$ cat config.mk
export PLATFORM = sky130hd
export DESIGN_NAME = hid_key_report_builder_unit
export DESIGN_NICKNAME = d
export VERILOG_FILES = /design/src/hkrb_pkg.sv /design/src/hid_key_report_builder_unit.sv
export SDC_FILE = /design/constraint.sdc
export NUM_CORES = 1
export LEC_CHECK = 0
export ABC_CLOCK_PERIOD_IN_PS = 4600
export BUFFER_PORTS_ARGS = -buffer_cell sky130_fd_sc_hd__buf_2
export CAP_MARGIN = 30
export CELL_PAD_IN_SITES_DETAIL_PLACEMENT = 0
export CELL_PAD_IN_SITES_GLOBAL_PLACEMENT = 1
export CORE_MARGIN = 3
export CORE_UTILIZATION = 54
export CTS_BUF_LIST = sky130_fd_sc_hd__clkbuf_8
export DETAILED_ROUTE_END_ITERATION = 8
export GPL_TIMING_DRIVEN = 0
export PLACE_DENSITY = 0.93
export SYNTH_ARGS = -nofsm -noshare
export SYNTH_HDL_FRONTEND = slang
export SYNTH_SLANG_ARGS = --single-unit
$ cat constraint.sdc
create_clock -name i_clk -period 4.6 [get_ports i_clk]
set_input_delay 0.46 -clock i_clk [delete_from_list [all_inputs] [get_ports i_clk]]
set_output_delay 0.46 -clock i_clk [all_outputs]
set_load 0.02 [all_outputs]
$ cat src/hkrb_pkg.sv
// Package for the HID key report builder: beat types, codes, defaults.
// No dependencies.
`default_nettype none

package hkrb_pkg;

    localparam int SLOT_COUNT_DEF   = 6;
    localparam int BITMAP_BYTES_DEF = 16;

    localparam int         BYTE_SHIFT = 3;
    localparam logic [2:0] BIT_MASK   = 3'd7;
    localparam logic [7:0] MOD_FIRST  = 8'hE0;
    localparam logic [7:0] MOD_LAST   = 8'hE7;

    typedef enum logic [1:0] {
        ACT_ADD   = 2'd0,
        ACT_DEL   = 2'd1,
        ACT_QUERY = 2'd2,
        ACT_CLEAR = 2'd3
    } t_action;

    typedef enum logic [1:0] {
        ST_IDLE,
        ST_SCAN,
        ST_FINISH
    } t_state;

    typedef struct packed {
        t_action    action;
        logic [7:0] key_code;
    } t_in;

    typedef struct packed {
        logic       key_present;
        logic       any_key;
        logic [7:0] modifier_bits;
        logic       dropped;
    } t_out;

endpackage

`default_nettype wire

$ cat src/hid_key_report_builder_unit.sv
// A request walks the active store in slot or bitmap mode, and both stores for a clear,
// then finishes; busy drops with o_done, so a new item is taken only after the last one
// is done. The walk is set by the index counter that steps through the stores.
// Results are one-cycle strobed beats; the receiver cannot stall.
// Reset (sync, active low) empties slots, bitmap and modifiers, selects bitmap mode.
// Depends on hkrb_pkg.
`default_nettype none

module hid_key_report_builder_unit #(
    parameter int SLOT_COUNT   = hkrb_pkg::SLOT_COUNT_DEF,   // 1..16
    parameter int BITMAP_BYTES = hkrb_pkg::BITMAP_BYTES_DEF  // 1..32
) (
    input  wire             i_clk,
    input  wire             i_rst_n,
    input  wire             start,
    output logic            busy,
    input  hkrb_pkg::t_in   i_item,
    input  wire             i_cfg_we,
    input  wire             i_cfg_wdata,
    output logic            o_done,
    output hkrb_pkg::t_out  o_result
);

    import hkrb_pkg::*;

    // Index widths. The scan counter covers whichever store is larger.
    localparam int SCAN_N = (SLOT_COUNT > BITMAP_BYTES) ? SLOT_COUNT : BITMAP_BYTES;
    localparam int SCAN_W = (SCAN_N > 1) ? $clog2(SCAN_N) : 1;
    localparam int SLOT_W = (SLOT_COUNT > 1) ? $clog2(SLOT_COUNT) : 1;
    localparam int BM_W   = (BITMAP_BYTES > 1) ? $clog2(BITMAP_BYTES) : 1;

    localparam logic [7:0]        SLOT_N8  = 8'(SLOT_COUNT);
    localparam logic [7:0]        BM_N8    = 8'(BITMAP_BYTES);
    localparam logic [SCAN_W-1:0] LAST_ALL = SCAN_W'(SCAN_N - 1);
    localparam logic [SCAN_W-1:0] LAST_SL  = SCAN_W'(SLOT_COUNT - 1);
    localparam logic [SCAN_W-1:0] LAST_BM  = SCAN_W'(BITMAP_BYTES - 1);

    // ------------------------------------------------------------------
    // State
    // ------------------------------------------------------------------
    t_state            r_state, n_state;
    logic [SCAN_W-1:0] r_idx, n_idx;
    t_action           r_act, n_act;
    logic [7:0]        r_code, n_code;
    logic              r_found, n_found;        // code seen in a slot (still held)
    logic              r_freed, n_freed;        // delete already cleared one slot
    logic              r_free_vld, n_free_vld;  // first empty slot located
    logic [SLOT_W-1:0] r_free_idx, n_free_idx;
    logic              r_any, n_any;            // OR of the active store after update
    logic              r_pres_bm, n_pres_bm;    // key bit after update, bitmap mode
    logic              r_mode;                  // 1 = bitmap report
    logic [7:0]        r_mod, n_mod;
    logic              r_done, n_done;
    t_out              r_result, n_result;

    logic [7:0] r_slots  [SLOT_COUNT];
    logic [7:0] r_bitmap [BITMAP_BYTES];

    // Single write port per store, driven by the sequencer.
    logic              slot_we;
    logic [SLOT_W-1:0] slot_waddr;
    logic [7:0]        slot_wdata;
    logic              bm_we;
    logic [BM_W-1:0]   bm_waddr;
    logic [7:0]        bm_wdata;

    // ------------------------------------------------------------------
    // Decode of the latched key code
    // ------------------------------------------------------------------
    logic       c_zero, c_mod, c_key, c_in_bm;
    logic [4:0] c_byte;
    logic [2:0] c_bit;

    always_comb begin
        c_zero  = (r_code == 8'd0);
        c_mod   = r_code inside {[MOD_FIRST:MOD_LAST]};
        c_key   = !c_zero && !c_mod;
        c_byte  = 5'(r_code >> BYTE_SHIFT);
        c_bit   = r_code[2:0] & BIT_MASK;
        c_in_bm = ({3'b000, c_byte} < BM_N8);
    end

    // ------------------------------------------------------------------
    // Sequencer and shared compare/update step
    // ------------------------------------------------------------------
    logic [SLOT_W-1:0] s_i;
    logic [BM_W-1:0]   b_i;
    logic              s_lane, b_lane;
    logic [7:0]        s_val, s_post, b_val, b_post;
    logic              s_hit;
    logic [SCAN_W-1:0] last_idx;
    logic              wrote;

    always_comb begin
        n_state    = r_state;
        n_idx      = r_idx;
        n_act      = r_act;
        n_code     = r_code;
        n_found    = r_found;
        n_freed    = r_freed;
        n_free_vld = r_free_vld;
        n_free_idx = r_free_idx;
        n_any      = r_any;
        n_pres_bm  = r_pres_bm;
        n_mod      = r_mod;
        n_done     = 1'b0;
        n_result   = r_result;

        s_i    = r_idx[SLOT_W-1:0];
        b_i    = r_idx[BM_W-1:0];

        slot_we    = 1'b0;
        slot_waddr = s_i;
        slot_wdata = 8'd0;
        bm_we      = 1'b0;
        bm_waddr   = b_i;
        bm_wdata   = 8'd0;

        s_lane = (8'(r_idx) < SLOT_N8);
        b_lane = (8'(r_idx) < BM_N8);
        s_val  = s_lane ? r_slots[s_i] : 8'd0;
        b_val  = b_lane ? r_bitmap[b_i] : 8'd0;
        s_hit  = s_lane && (s_val == r_code);
        s_post = s_val;
        b_post = b_val;
        wrote  = 1'b0;

        if (r_act == ACT_CLEAR) begin
            last_idx = LAST_ALL;
        end else if (r_mode) begin
            last_idx = LAST_BM;
        end else begin
            last_idx = LAST_SL;
        end

        case (r_state)
            ST_IDLE: begin
                if (start) begin
                    n_state    = ST_SCAN;
                    n_idx      = '0;
                    n_act      = i_item.action;
                    n_code     = i_item.key_code;
                    n_found    = 1'b0;
                    n_freed    = 1'b0;
                    n_free_vld = 1'b0;
                    n_free_idx = '0;
                    n_any      = 1'b0;
                    n_pres_bm  = 1'b0;
                end
            end

            ST_SCAN: begin
                // slot lane
                if (r_act == ACT_CLEAR) begin
                    s_post  = 8'd0;
                    slot_we = s_lane;
                end else if (!r_mode && c_key) begin
                    if (r_act == ACT_DEL) begin
                        if (s_hit && !r_freed) begin
                            s_post  = 8'd0;
                            slot_we = 1'b1;
                            n_freed = 1'b1;
                        end else if (s_hit) begin
                            n_found = 1'b1;
                        end
                    end else begin
                        if (s_hit) begin
                            n_found = 1'b1;
                        end
                        if (s_lane && s_val == 8'd0 && !r_free_vld) begin
                            n_free_vld = 1'b1;
                            n_free_idx = s_i;
                        end
                    end
                end
                slot_wdata = s_post;

                // bitmap lane: outside a clear, only the byte that holds the code is touched
                if (r_act == ACT_CLEAR) begin
                    b_post = 8'd0;
                    bm_we  = b_lane;
                end else if (r_mode && c_key && c_in_bm && b_lane
                             && (8'(r_idx) == {3'b000, c_byte})) begin
                    if (r_act == ACT_ADD) begin
                        b_post = b_val | (8'd1 << c_bit);
                        bm_we  = 1'b1;
                    end else if (r_act == ACT_DEL) begin
                        b_post = b_val & ~(8'd1 << c_bit);
                        bm_we  = 1'b1;
                    end
                    n_pres_bm = b_post[c_bit];
                end
                bm_wdata = b_post;

                n_any = r_any | (r_mode ? (b_post != 8'd0) : (s_post != 8'd0));

                n_idx = r_idx + SCAN_W'(1);
                if (r_idx == last_idx) begin
                    n_state = ST_FINISH;
                end
            end

            ST_FINISH: begin
                // modifier bit n is code E0+n; E0 has zero low bits
                if (r_act == ACT_CLEAR) begin
                    n_mod = 8'd0;
                end else if (c_mod && r_act == ACT_ADD) begin
                    n_mod = r_mod | (8'd1 << r_code[2:0]);
                end else if (c_mod && r_act == ACT_DEL) begin
                    n_mod = r_mod & ~(8'd1 << r_code[2:0]);
                end

                // slot mode add takes the first empty slot found during the scan
                if (!r_mode && c_key && r_act == ACT_ADD && !r_found && r_free_vld) begin
                    slot_we    = 1'b1;
                    slot_waddr = r_free_idx;
                    slot_wdata = r_code;
                    wrote      = 1'b1;
                end

                n_result.modifier_bits = n_mod;
                n_result.dropped       = 1'b0;
                n_result.key_present   = 1'b0;
                if (r_act == ACT_CLEAR) begin
                    n_result.any_key = 1'b0;
                end else begin
                    n_result.any_key = (n_mod != 8'd0) || r_any || wrote;
                    if (c_mod) begin
                        n_result.key_present = n_mod[r_code[2:0]];
                    end else if (c_key && r_mode) begin
                        n_result.key_present = r_pres_bm;
                        n_result.dropped     = !c_in_bm && (r_act != ACT_QUERY);
                    end else if (c_key) begin
                        n_result.key_present = r_found || wrote;
                        n_result.dropped     = (r_act == ACT_ADD) && !r_found && !r_free_vld;
                    end
                end

                n_done  = 1'b1;
                n_state = ST_IDLE;
            end

            default: begin
                n_state = ST_IDLE;
            end
        endcase
    end

    // ------------------------------------------------------------------
    // Registers
    // ------------------------------------------------------------------
    always_ff @(posedge i_clk) begin
        if (!i_rst_n) begin
            r_state <= ST_IDLE;
            r_mode  <= 1'b1;
            r_mod   <= 8'd0;
            r_done  <= 1'b0;
            for (int i = 0; i < SLOT_COUNT; i++) begin
                r_slots[i] <= 8'd0;
            end
            for (int i = 0; i < BITMAP_BYTES; i++) begin
                r_bitmap[i] <= 8'd0;
            end
        end else begin
            r_state <= n_state;
            r_mod   <= n_mod;
            r_done  <= n_done;
            if (i_cfg_we) begin
                r_mode <= i_cfg_wdata;
            end
            if (slot_we) begin
                r_slots[slot_waddr] <= slot_wdata;
            end
            if (bm_we) begin
                r_bitmap[bm_waddr] <= bm_wdata;
            end
        end
    end

    always_ff @(posedge i_clk) begin
        r_idx      <= n_idx;
        r_act      <= n_act;
        r_code     <= n_code;
        r_found    <= n_found;
        r_freed    <= n_freed;
        r_free_vld <= n_free_vld;
        r_free_idx <= n_free_idx;
        r_any      <= n_any;
        r_pres_bm  <= n_pres_bm;
        r_result   <= n_result;
    end

    assign busy     = (r_state != ST_IDLE);
    assign o_done   = r_done;
    assign o_result = r_result;

endmodule

`default_nettype wire

Word-level counts from Yosys, hierarchy flattened:

Memory sizes are Yosys's and may differ from the RTL's. A register that Yosys moved wholly into a read port is not among the register bits.
Index checks and enable logic that the tools add are counted.

* flip-flop bits (word level): 45
* memory bits (writable): 176
* input port bits: 15
* output and inout port bits: 13
* logic and storage cells: 192
* memories kept: 2

Memories
* r_bitmap: depth 16, bits a word 8, rd ports 1, clocked after memory_dff 1, write ports 16, RTL line hid_key_report_builder_unit.sv:57 `logic [7:0] r_bitmap [BITMAP_BYTES];`
* r_slots: depth 6, bits a word 8, rd ports 1, clocked after memory_dff 1, write ports 6, RTL line hid_key_report_builder_unit.sv:56 `logic [7:0] r_slots [SLOT_COUNT];`

* $add $sub $neg: 1
* order comparisons: 5
* equality and inequality tests: 18
* shift operators: 1
* multiplexer cells: 95
* bitwise logic cells: 6
* reduce and logical (&&, ||, !) cells: 47

Operator list (number)
* $mux 8: 22
* $mux 1: 45
* $mux 3: 9
* $reduce_bool 8->1: 3
* $mux 4: 5
* $ne 2x2->1 const B: 10
* $logic_and 1x1->1: 18
* $and 8x8->8: 2
* $logic_not 8->1: 2
* $or 8x8->8: 2
* $pmux 8 s2: 1
* $reduce_or 8->1: 2
* $pmux 1 s2: 6
* $reduce_and 6->1: 2
* $eq 8x8->1: 1
* $ge 8x8->1 const B: 1
* $le 8x8->1 const B: 1
* $not 8->8: 1
* $pmux 4 s2: 1
* $shl 1x3->8 const A: 1
* $logic_not 1->1: 7
* $bmux 1 s3: 2
* $pmux 3 s2: 1
* $reduce_and 2->1: 3
* other kinds (18): 25

Depth between registers and ports, before layout:

Gate-level depths: netlist (run 1).

* depth after elaboration: 17
* gate-level depth with buffers: 12
* mapped depth without buffers: 8

Worst setup path after synthesis (run 1):

OpenSTA, ideal clock, no wires.

* kind: reg-to-reg
* start point: register with a tool-made name
* end point: memory r_slots[7][0] (enable)
* library setup time: 0.383 ns
* data arrival time: 3.402 ns
* data required time: 4.217 ns
* slack: 0.814 ns
* cell stages (with the launch flop): 13
* path buffers: 5
* clock period less this slack: 3.786 ns
* cells stage by stage: dfxtp_1 -> buf_6 -> buf_4 -> mux4_2 -> mux2i_1 -> mux2i_1 -> nand4_1 -> or4_1 -> buf_4 -> o2bb2a_4 -> buf_6 -> buf_6 -> nor3_1

RTL lines (RTL line)
* end, declared: hid_key_report_builder_unit.sv:56

==> Flow_metrics.wiki, run 1 <==
{| class="wikitable"
! Metric !! Value
|-
| Outcome || finished, final reports clean
|-
| Reg-to-Reg End || r_slots[2][7]
|-
| Core Region || 20,600 sq um
|-
| Total standard cell area after synthesis || around 12,000 sq um
|-
| Mean instance size in the synthesized netlist || 12.6 sq um
|-
| Global-route total usage across every layer || a little under a quarter
|-
| Placed instance count || 1,214
|-
| Worst hold path startpoint || i_item[4]
|-
| Total count of max-transition violations in the final report || 0
|-
| Crit path capture type || register
|-
| Slowest-stage cell, CP || o21ai_0
|-
| Die boundary width || 152 um
|-
| Number of buffers added for setup after CTS || 0
|-
| Count of endpoints failing hold in the final timing report || 0
|-
| Starting DRT DRC Count || 881
|-
| Number of warnings reported in the yosys synthesis log || 0
|-
| Antenna violations before repair || 0
|-
| Count of nets left with antenna violations after detail routing || 0
|-
| Final global-route overflow total || 0
|-
| Buffers & Inverters on Critical Path || 3
|-
| Clock slew at the register clock pins of the worst setup and hold paths || 0.06 ns
|-
| Total wire length || 27,800 um
|-
| Most area-hungry cell type in the Yosys netlist || edfxtp_1
|-
| Instance count of the mapped netlist || 913
|-
| Most used DFF post-synth || edfxtp_1
|-
| Final Wtd Congestion || 0.914
|-
| Peak fanout along the critical path || 10
|-
| Utilization of the core after routing || around three fifths
|-
| Sequential cell area fraction in the yosys report || 61.5%
|-
| Layout filler cell count || 1,632
|-
| Distinct cell type count after synthesis || 59
|-
| Register bit count reported by yosys || 241
|-
| Nets in the synthesized netlist || 935
|-
| DR vias/cell || 6.27
|-
| Crit path depth || 10
|-
| # port buffers || 26
|-
| CTS tree || done
|-
| Reg2Reg Setup Slack || roughly 0.19 ns
|-
| DRT met1 WL || about 11,000 um
|-
| Hold Path Depth || 1
|-
| Standby leakage power || 4.25 nW
|-
| Worst Skew || 0.0218 ns
|-
| CTS buffer count || 39
|-
| Final worst path period need || 4.41 ns
|-
| Count of clock tree sinks || 241
|-
| Register-to-Register Path Depth || 10
|-
| Largest cells by area after synthesis || edfxtp_1 (59%), mux4_2 (8.8%), nor2_1 (6.2%), dfxtp_1 (2.8%), nor3_1 (2.1%)
|-
| Required time of the worst setup path || approximately 5 ns
|-
| Dpl hpwl || just under 20,000 um
|-
| Minimum setup slack after placement || 0.234 ns
|-
| Cell at the root of the clock tree || clkbuf_8
|-
| Layout overhead on the synthesized area || 10.4%
|-
| Portion of synthesized cell area occupied by the leading cell type || 58.7%
|-
| Async S/R FF share, synth || 0%
|-
| Non-filler cells, final || 1,283
|-
| Maximum clock frequency || between 0.2 and 0.25 GHz
|-
| Pin count of the biggest net entering global routing || 17
|-
| Final setup margin || 0.188 ns
|-
| Number of top-level design ports || 28
|-
| Met3 layer wire length in the routed design || around 2500 um
|-
| DRT Pass-1 Iters || 5
|-
| DR WL met2 || 13,300 um
|-
| Total Die Area || 23,100 sq um
|-
| DRC violation count after routing || 0
|-
| Source-to-sink clock delay at the later pin of the worst-skew pair || 0.55 ns
|-
| Post-synth EDFFs || 225
|-
| Transition time at the pin with the least slew margin || 0.988 ns
|-
| Via count of the first global-routing pass || 7,904
|-
| Category of the worst setup path launch point || register
|-
| Power density relative to cell area || around 450 nW/um^2
|-
| Total of endpoints with negative setup slack in the final report || 0
|-
| Post-DR wirelength/cell || approximately 22 um
|-
| Unrepaired setup endpoints after global routing || no
|-
| Maximum buffer depth of the clock tree || 3
|-
| CP peak stage delay || approximately 0.74 ns
|-
| Count of nets after finishing || roughly 1k
|-
| IR Drop Worst-Case VDD || 0.232 mV
|-
| Max Cap Viol || 0
|-
| Signal arrival time at the worst endpoint || 4.67 ns
|-
| Slew headroom || 33.8%
|-
| Level count of the clock H-tree || 2
|-
| Detailed-route via count || 8,044
|-
| Wire length of the first global-routing pass || 43,900 um
|-
| Worst-case hold path end point || r_code[4]
|-
| Initial cell density of the core || 56.0%
|-
| Worst Path Class, Setup || register to register
|-
| Layout cell share with drive strength beyond 1 || 14.5%
|-
| Top Layer Used || met4
|-
| Die height || 152 um
|-
| Diodes inserted || 0
|-
| Crit path max-delay family || multiplexers
|-
| Period utilisation layout || 95.9%
|-
| Cell chain of the critical path || buf_6 -> buf_4 -> mux4_2 -> mux2i_1 -> mux2i_1 -> nand3_1 -> nor4_1 -> a31oi_1 -> o21ai_0 -> buf_4
|-
| Total number of placement rows || 52
|-
| Worst min path class || input pin to register
|}
## cell type report
| class | count | area [sq um] | area share, % |
|---|---|---|---|
| sequential | 241 | 7080 | 55.7 |
| multi-input combinational | 593 | 4080 | 32.1 |
| clock buffer | 39 | 537 | 4.22 |
| tap | 270 | 338 | 2.66 |
| buffer | 65 | 319 | 2.51 |
| timing repair buffer | 31 | 168 | 1.32 |
| clock inverter | 30 | 139 | 1.09 |
| inverter | 14 | 52.6 | 0.414 |
## synth_stat cells (8+ instances only)
cell      number
dfxtp_1       16
a21oi_1       21
nand2_1       62
a211oi_1      10
mux2i_1       14
nor3_1        48
a22o_1         8
a22oi_1       15
a31oi_1       10
o21ai_0       25
inv_1         13
nor2b_1        8
nor2_1       190
clkbuf_1      42
nand4_1       11
a41oi_1       10
nand3_1       19
mux4_2        45
edfxtp_1     225
## worst reg2reg max path: cells and delay by family, from the launching register on
| family | cells | cell delay, ns |
|---|---|---|
| muxes | 3 | 1.16 |
| AOI/OAI and AO/OA | 2 | 1.14 |
| and+or+nand+nor | 2 | 0.74 |
| buffers and inverters | 3 | 0.73 |
| DFF | 1 | 0.36 |
## power by group
group	switching [mW]	internal [mW]	total [mW]
Sequential	0.0633	2.53	2.59
Combinational	0.898	0.551	1.45
Clock	0.840	0.797	1.64
## cell families after synthesis
group           share of synthesized area (%)
xor+xnor                                0.761
simple gates                             14.5
compound gates                           8.05
buf+inv                                  3.21
flops                                    61.5
fa+ha+maj                               0.761
mux                                      11.2
## repair_timing
item	in CTS	in global routing
resized for setup	0	3
endpoints found under the setup margin	0	27
endpoints found under the hold margin	0	0
hold buffers	0	0
## layout by cell type (no fill, tap or decap), types with 10 or more instances in the layout
cell type	synthesis	layout
inv_1	13	33
o21ai_0	25	23
nand4_1	11	11
a211oi_1	10	10
clkbuf_1	42	41
edfxtp_1	225	225
nand3_1	19	19
a41oi_1	10	10
mux4_2	45	45
a31oi_1	10	10
nor3_1	48	46
mux2i_1	14	14
a21oi_1	21	21
nor2_1	190	190
a22oi_1	15	15
clkbuf_8	0	39
buf_2	6	32
nand2_1	62	62
dfxtp_1	16	16
## per-layer routing
| metal | vias to the layer above | track usage [%] |
|---|---|---|
| met5 | - | 0 |
| met4 | 0 | 7.83 |
| met3 | 64 | 4.10 |
| met2 | 391 | 38.3 |
| met1 | 3964 | 34.0 |
| li1 | 3625 | - |
## stage by stage
stage	hold slack, ns	TNS (ns)	power (mW)	cell area, sq um
after floorplan	0.453	0	3.66	11500
after global placement	0.469	-5.61	4.04	12000
after detailed placement	0.477	0	4.06	12000
after CTS	0.0699	0	5.67	12700
after global routing	0.0764	0	5.92	12700
final	0.0843	0	5.68	12700
## flip-flops by register name, summed over array words and instances (netlist names), named ones only
name and count:
r_free_vld 1, r_mod 8, r_act 2, o_done 1
r_mode 1, r_pres_bm 1, r_slots 64, o_result 11
r_code 8, r_bitmap 128, r_state 2, b_i 4
r_found 1, r_any 1, r_free_idx 3, r_freed 1
## worst max path at each step
stage	end
4_1_cts	r_slots[6][4]
3_3_place_gp	r_slots[6][6]
3_5_place_dp	r_slots[6][1]
6_report	r_slots[2][7]
2_1_floorplan	r_slots[7][0]
5_1_grt	r_slots[1][5]
Power figures use the tool's default switching activity.
==> run 2, diff against run 1 <==
- ABC_AREA: default -> 1
- ABC_CLOCK_PERIOD_IN_PS: 4600 -> 3700
- CORE_UTILIZATION: 54 -> 46
- PLACE_DENSITY: 0.93 -> 0.9
- clock period: 4.6 -> 3.7 ns (I/O delays scaled with it)
==> run 2 against run 1 <==
The flow now finishes with violations (negative setup slack); non-clock buffer count increased by 11; fmax increased by 18%; global-route usage about the same; setup slack got worse by 0.23 ns; critical endpoint is now r_bitmap[10][3]; largest power group is now combinational cells.
==> Flow_metrics.wiki, run 2 <==
{| class="wikitable"
! Metric !! Value
|-
| Outcome || finished, violations left (was finished, final reports clean)
|-
| Failing checks || negative setup slack
|-
| Async S/R FF share, synth || 0% (unchanged)
|-
| Smallest hold slack || 0.0218 ns (was 0.0843 ns)
|-
| Count of nets left with antenna violations after detail routing || 0 (unchanged)
|-
| Max reg flops || 128 (unchanged)
|-
| Transition time at the pin with the least slew margin || 1.22 ns (was 0.988 ns)
|-
| Total count of max-transition violations in the final report || 0 (unchanged)
|-
| Maximum clock frequency || 0.267 GHz (was 0.227 GHz)
|-
| Worst path most repeated cell || nor2_1
|-
| Slew headroom || 18.7% (was 33.8%)
|-
| Buffers & Inverters on Critical Path || 3 (unchanged)
|-
| Wire length of the first global-routing pass || 52,000 um (was 43,900 um)
|-
| Worst hold path startpoint || i_cfg_we (was i_item[4])
|-
| DRC violation count after routing || 0 (unchanged)
|-
| Total standard cell area after synthesis || 11,900 sq um (was 11,500 sq um)
|-
| Die height || 167 um (was 152 um)
|-
| Layout cell share with drive strength beyond 1 || 13.1% (was 14.5%)
|-
| Count of endpoints failing hold in the final timing report || 0 (unchanged)
|-
| Total wire length || 33,700 um (was 27,800 um)
|-
| Nets in the synthesized netlist || 1,328 (was 935)
|-
| Largest family of logic cells by synthesized area || simple AND/OR/NAND/NOR gates (unchanged)
|-
| Commonest non-fill, non-tap cell in the layout || nor2_1 (was edfxtp_1)
|-
| DRT Pass-1 Iters || 8 (was 5)
|-
| Total Die Area || 27,900 sq um (was 23,100 sq um)
|-
| Total of endpoints with negative setup slack in the final report || 8 (was 0)
|-
| Maximum buffer depth of the clock tree || 3 (unchanged)
|-
| Clock slew at the register clock pins of the worst setup and hold paths || 0.06 ns (about the same)
|-
| Synthesized-area fraction occupied by adder cells || 0.736% (was 0.761%)
|-
| Final global-route overflow total || 0 (unchanged)
|-
| Portion of synthesized cell area occupied by the leading cell type || 56.7% (was 58.7%)
|-
| Dpl hpwl || 24,200 um (was 19,800 um)
|-
| Layout filler cell count || 2,347 (was 1,632)
|-
| Standby leakage power || 5.26 nW (was 4.25 nW)
|-
| Worst min path class || input pin to register (unchanged)
|-
| Most frequent cell after synthesis || nor2_1 (was edfxtp_1)
|-
| Signal arrival time at the worst endpoint || 3.97 ns (was 4.67 ns)
|-
| Number of top-level design ports || 28 (unchanged)
|-
| Simple logic cell fraction of the synthesized area || 22.2% (was 14.5%)
|-
| Register-to-Register Path Depth || 13 (was 10)
|-
| Die boundary width || 167 um (was 152 um)
|-
| Via count of the first global-routing pass || 9,423 (was 7,904)
|-
| Max Cap Viol || 0 (unchanged)
|-
| Area taken by multi-input logic gates || 4100 sq um (was 4080 sq um)
|-
| Total number of placement rows || 58 (was 52)
|-
| Setup tns final || -0.258 ns (was 0 ns)
|-
| Total power draw || 9.25 mW (was 5.68 mW)
|-
| Count of nets after finishing || 1,411 (was 1,007)
|-
| Final setup margin || -0.0410 ns (was 0.188 ns)
|-
| Hold Path Depth || 2 (was 1)
|-
| Diodes inserted || 0 (unchanged)
|-
| Distinct cell type count after synthesis || 41 (was 59)
|-
| Reg2Reg Setup Slack || -0.04 ns (was 0.19 ns)
|-
| Mean instance size in the synthesized netlist || 9.12 sq um (was 12.6 sq um)
|-
| Period utilisation layout || 101% (was 95.9%)
|-
| Largest reg by FF count || r_bitmap (unchanged)
|-
| Worst Skew || 0.0369 ns (was 0.0218 ns)
|-
| Cell chain of the critical path || nor2_1 -> inv_2 -> nor2_2 -> nand4_1 -> nand2_1 -> nor2_1 -> inv_1 -> nor2_1 -> buf_2 -> o21ai_1 -> nor2_1 -> nand2_1 -> nand2_2 (was buf_6 -> buf_4 -> mux4_2 -> mux2i_1 -> mux2i_1 -> nand3_1 -> nor4_1 -> a31oi_1 -> o21ai_0 -> buf_4)
|-
| Final Wtd Congestion || 0.939 (was 0.914)
|-
| Worst-case hold path end point || r_mode (was r_code[4])
|-
| Post-synth EDFFs || 225 (unchanged)
|-
| CTS tree || done (unchanged)
|-
| Layout overhead on the synthesized area || 13.5% (was 10.4%)
|-
| Level count of the clock H-tree || 2 (unchanged)
|-
| Most frequent cells in the layout || nor2_1 (311), edfxtp_1 (225), nand2_1 (185), inv_1 (150), o21ai_0 (108) (was edfxtp_1 (225), nor2_1 (190), nand2_1 (62), nor3_1 (46), mux4_2 (45))
|-
| IR Drop Worst-Case VDD || 0.377 mV (was 0.232 mV)
|-
| Source-to-sink clock delay at the later pin of the worst-skew pair || 0.55 ns (about the same)
|-
| # port buffers || 26 (unchanged)
|-
| Cell at the root of the clock tree || clkbuf_8 (unchanged)
|-
| Global-route total usage across every layer || 23.9% (about the same)
|-
| Register bit count reported by yosys || 241 (unchanged)
|-
| Crit path capture type || register (unchanged)
|-
| Number of warnings reported in the yosys synthesis log || 0 (unchanged)
|-
| CTS buffer count || 41 (was 39)
|-
| Slowest-stage cell, CP || edfxtp_1 (was o21ai_0)
|-
| Compound-cell area share of the yosys netlist || 10.3% (was 8.05%)
|-
| Category of the worst setup path launch point || register (unchanged)
|-
| Worst Path Class, Setup || register to register (unchanged)
|-
| Largest cells by area after synthesis || edfxtp_1 (57%), nor2_1 (10%), nand2_1 (6.6%), o21ai_0 (4.6%), inv_1 (4.3%) (was edfxtp_1 (59%), mux4_2 (8.8%), nor2_1 (6.2%), dfxtp_1 (2.8%), nor3_1 (2.1%))
|-
| Synth Area in XOR/XNOR || 0.0736% (was 0.761%)
|-
| Post-DR wirelength/cell || 19.3 um (was 21.7 um)
|-
| Most area-hungry cell type in the Yosys netlist || edfxtp_1 (unchanged)
|-
| Peak fanout along the critical path || 10 (unchanged)
|-
| Pin count of the biggest net entering global routing || 14 (was 17)
|-
| Core Region || 25,300 sq um (was 20,600 sq um)
|-
| Startpoint of the lowest-slack register-to-register path || r_code[1]
|-
| Ranking of synthesized cells by instance count || nor2_1 (317), edfxtp_1 (225), nand2_1 (209) (was edfxtp_1 (225), nor2_1 (190), nand2_1 (62))
|-
| Initial cell density of the core || 47.0% (was 56.0%)
|-
| Power density relative to cell area || 685 nW/um^2 (was 447 nW/um^2)
|-
| CP peak stage delay || 0.59 ns (was 0.74 ns)
|-
| Antenna violations before repair || 0 (unchanged)
|-
| Most used DFF post-synth || edfxtp_1 (unchanged)
|-
| Unrepaired setup endpoints after global routing || yes (was no)
|-
| Starting DRT DRC Count || 1,139 (was 881)
|-
| Detailed-route via count || 9,616 (was 8,044)
|-
| Sequential cell area fraction in the yosys report || 59.4% (was 61.5%)
|-
| Mux cell area share after synthesis || 0% (was 11.2%)
|-
| Final worst path period need || 3.74 ns (was 4.41 ns)
|-
| FF+latch area || 7080 sq um (unchanged)
|-
| DR vias/cell || 5.49 (was 6.27)
|-
| Required time of the worst setup path || 3.93 ns (was 4.86 ns)
|-
| Instance count of the mapped netlist || 1,306 (was 913)
|-
| Reg-to-Reg End || r_bitmap[10][3] (was r_slots[2][7])
|-
| Count of clock tree sinks || 241 (unchanged)
|-
| Crit path max-delay family || simple AND/OR/NAND/NOR gates (was multiplexers)
|}
## run 2: changes by cell type in the layout (fill, tap and decap cells not counted), sizes merged, moves of 15 or more
cell / before / now
nand3: 19 / 71
mux4: 49 / 0
nor3: 48 / 3
nor2: 190 / 328
o211ai: 2 / 39
mux2i: 15 / 0
inv: 34 / 155
o21ai: 26 / 116
a22oi: 15 / 0
nand2: 62 / 210
## run 2: power breakdown
group | switching (mW) | leakage [nW] | internal (mW)
Sequential | 0.138 | 2.38 | 3.28
Clock | 1.10 | 0.417 | 1.07
Combinational | 2.61 | 2.47 | 1.06
## run 2: worst max-delay path by stage
| stage | endpoint | cells past startpoint | start | slack, ns |
|---|---|---|---|---|
| after CTS | r_bitmap[0][1] | 13 | r_code[1] | -0.06 |
| after floorplan | r_slots[7][0] | 15 | b_i[1] | 0.70 |
| after global routing | r_bitmap[12][1] | 13 | r_code[1] | -0.12 |
| after global placement | r_slots[6][3] | 17 | register | -0.47 |
| after detailed placement | r_slots[6][3] | 17 | register | -0.53 |
| final | r_bitmap[10][3] | 13 | r_code[1] | -0.04 |
## run 2: cell families after synthesis
logic type | count (synthesis)
AO/OA/AOI/OAI | 212
XOR/XNOR | 1
adder cells (fa/ha/maj) | 7
buffers and inverters | 210
flip-flops | 241
AND/OR/NAND/NOR | 635
## run 2: final cells by class
class	instances	share of cell area, %
inverter	143	4.01
sequential	241	52.4
tap	330	3.06
clock buffer	42	4.28
multi-input combinational	855	30.3
clock inverter	33	1.11
buffer	67	2.72
timing repair buffer	40	2.11
## run 2: worst register-to-register path, cell delays in order (launching register included)
cell and delay, ns:
edfxtp_1 0.59, nor2_1 0.17, inv_2 0.12, nor2_2 0.08, nand4_1 0.10, nand2_1 0.10, nor2_1 0.17, inv_1 0.09
nor2_1 0.33, buf_2 0.29, o21ai_1 0.17, nor2_1 0.47, nand2_1 0.41, nand2_2 0.32
## run 2: what timing repair did
item,CTS,global route
hold buffers,10,0
pin swaps,2,2
setup buffers,3,0
endpoints found under the hold margin,10,0
resized for setup,13,59
setup endpoints to repair,123,239
## run 2: routing by layer
layer	up-vias	GRT usage, %	wire length (um)
met5	-	0	0
met4	0	7.86	946
met3	70	5.25	3220
met1	4524	32.0	13800
li1	4550	-	-
met2	472	39.1	15700
## run 2: per-stage QoR
step / instance area, sq um / setup slack (ns) / utilization, % / cells
finish: 13500 / -0.0410 / 53.3 / 1751
detailed placement: 12400 / -0.531 / 49.2 / 1662
global route: 13500 / -0.117 / 53.3 / 1751
global placement: 12400 / -0.474 / 49.2 / 1662
floorplan: 11900 / 0.701 / - / 1306
CTS: 13400 / -0.0606 / 52.7 / 1750
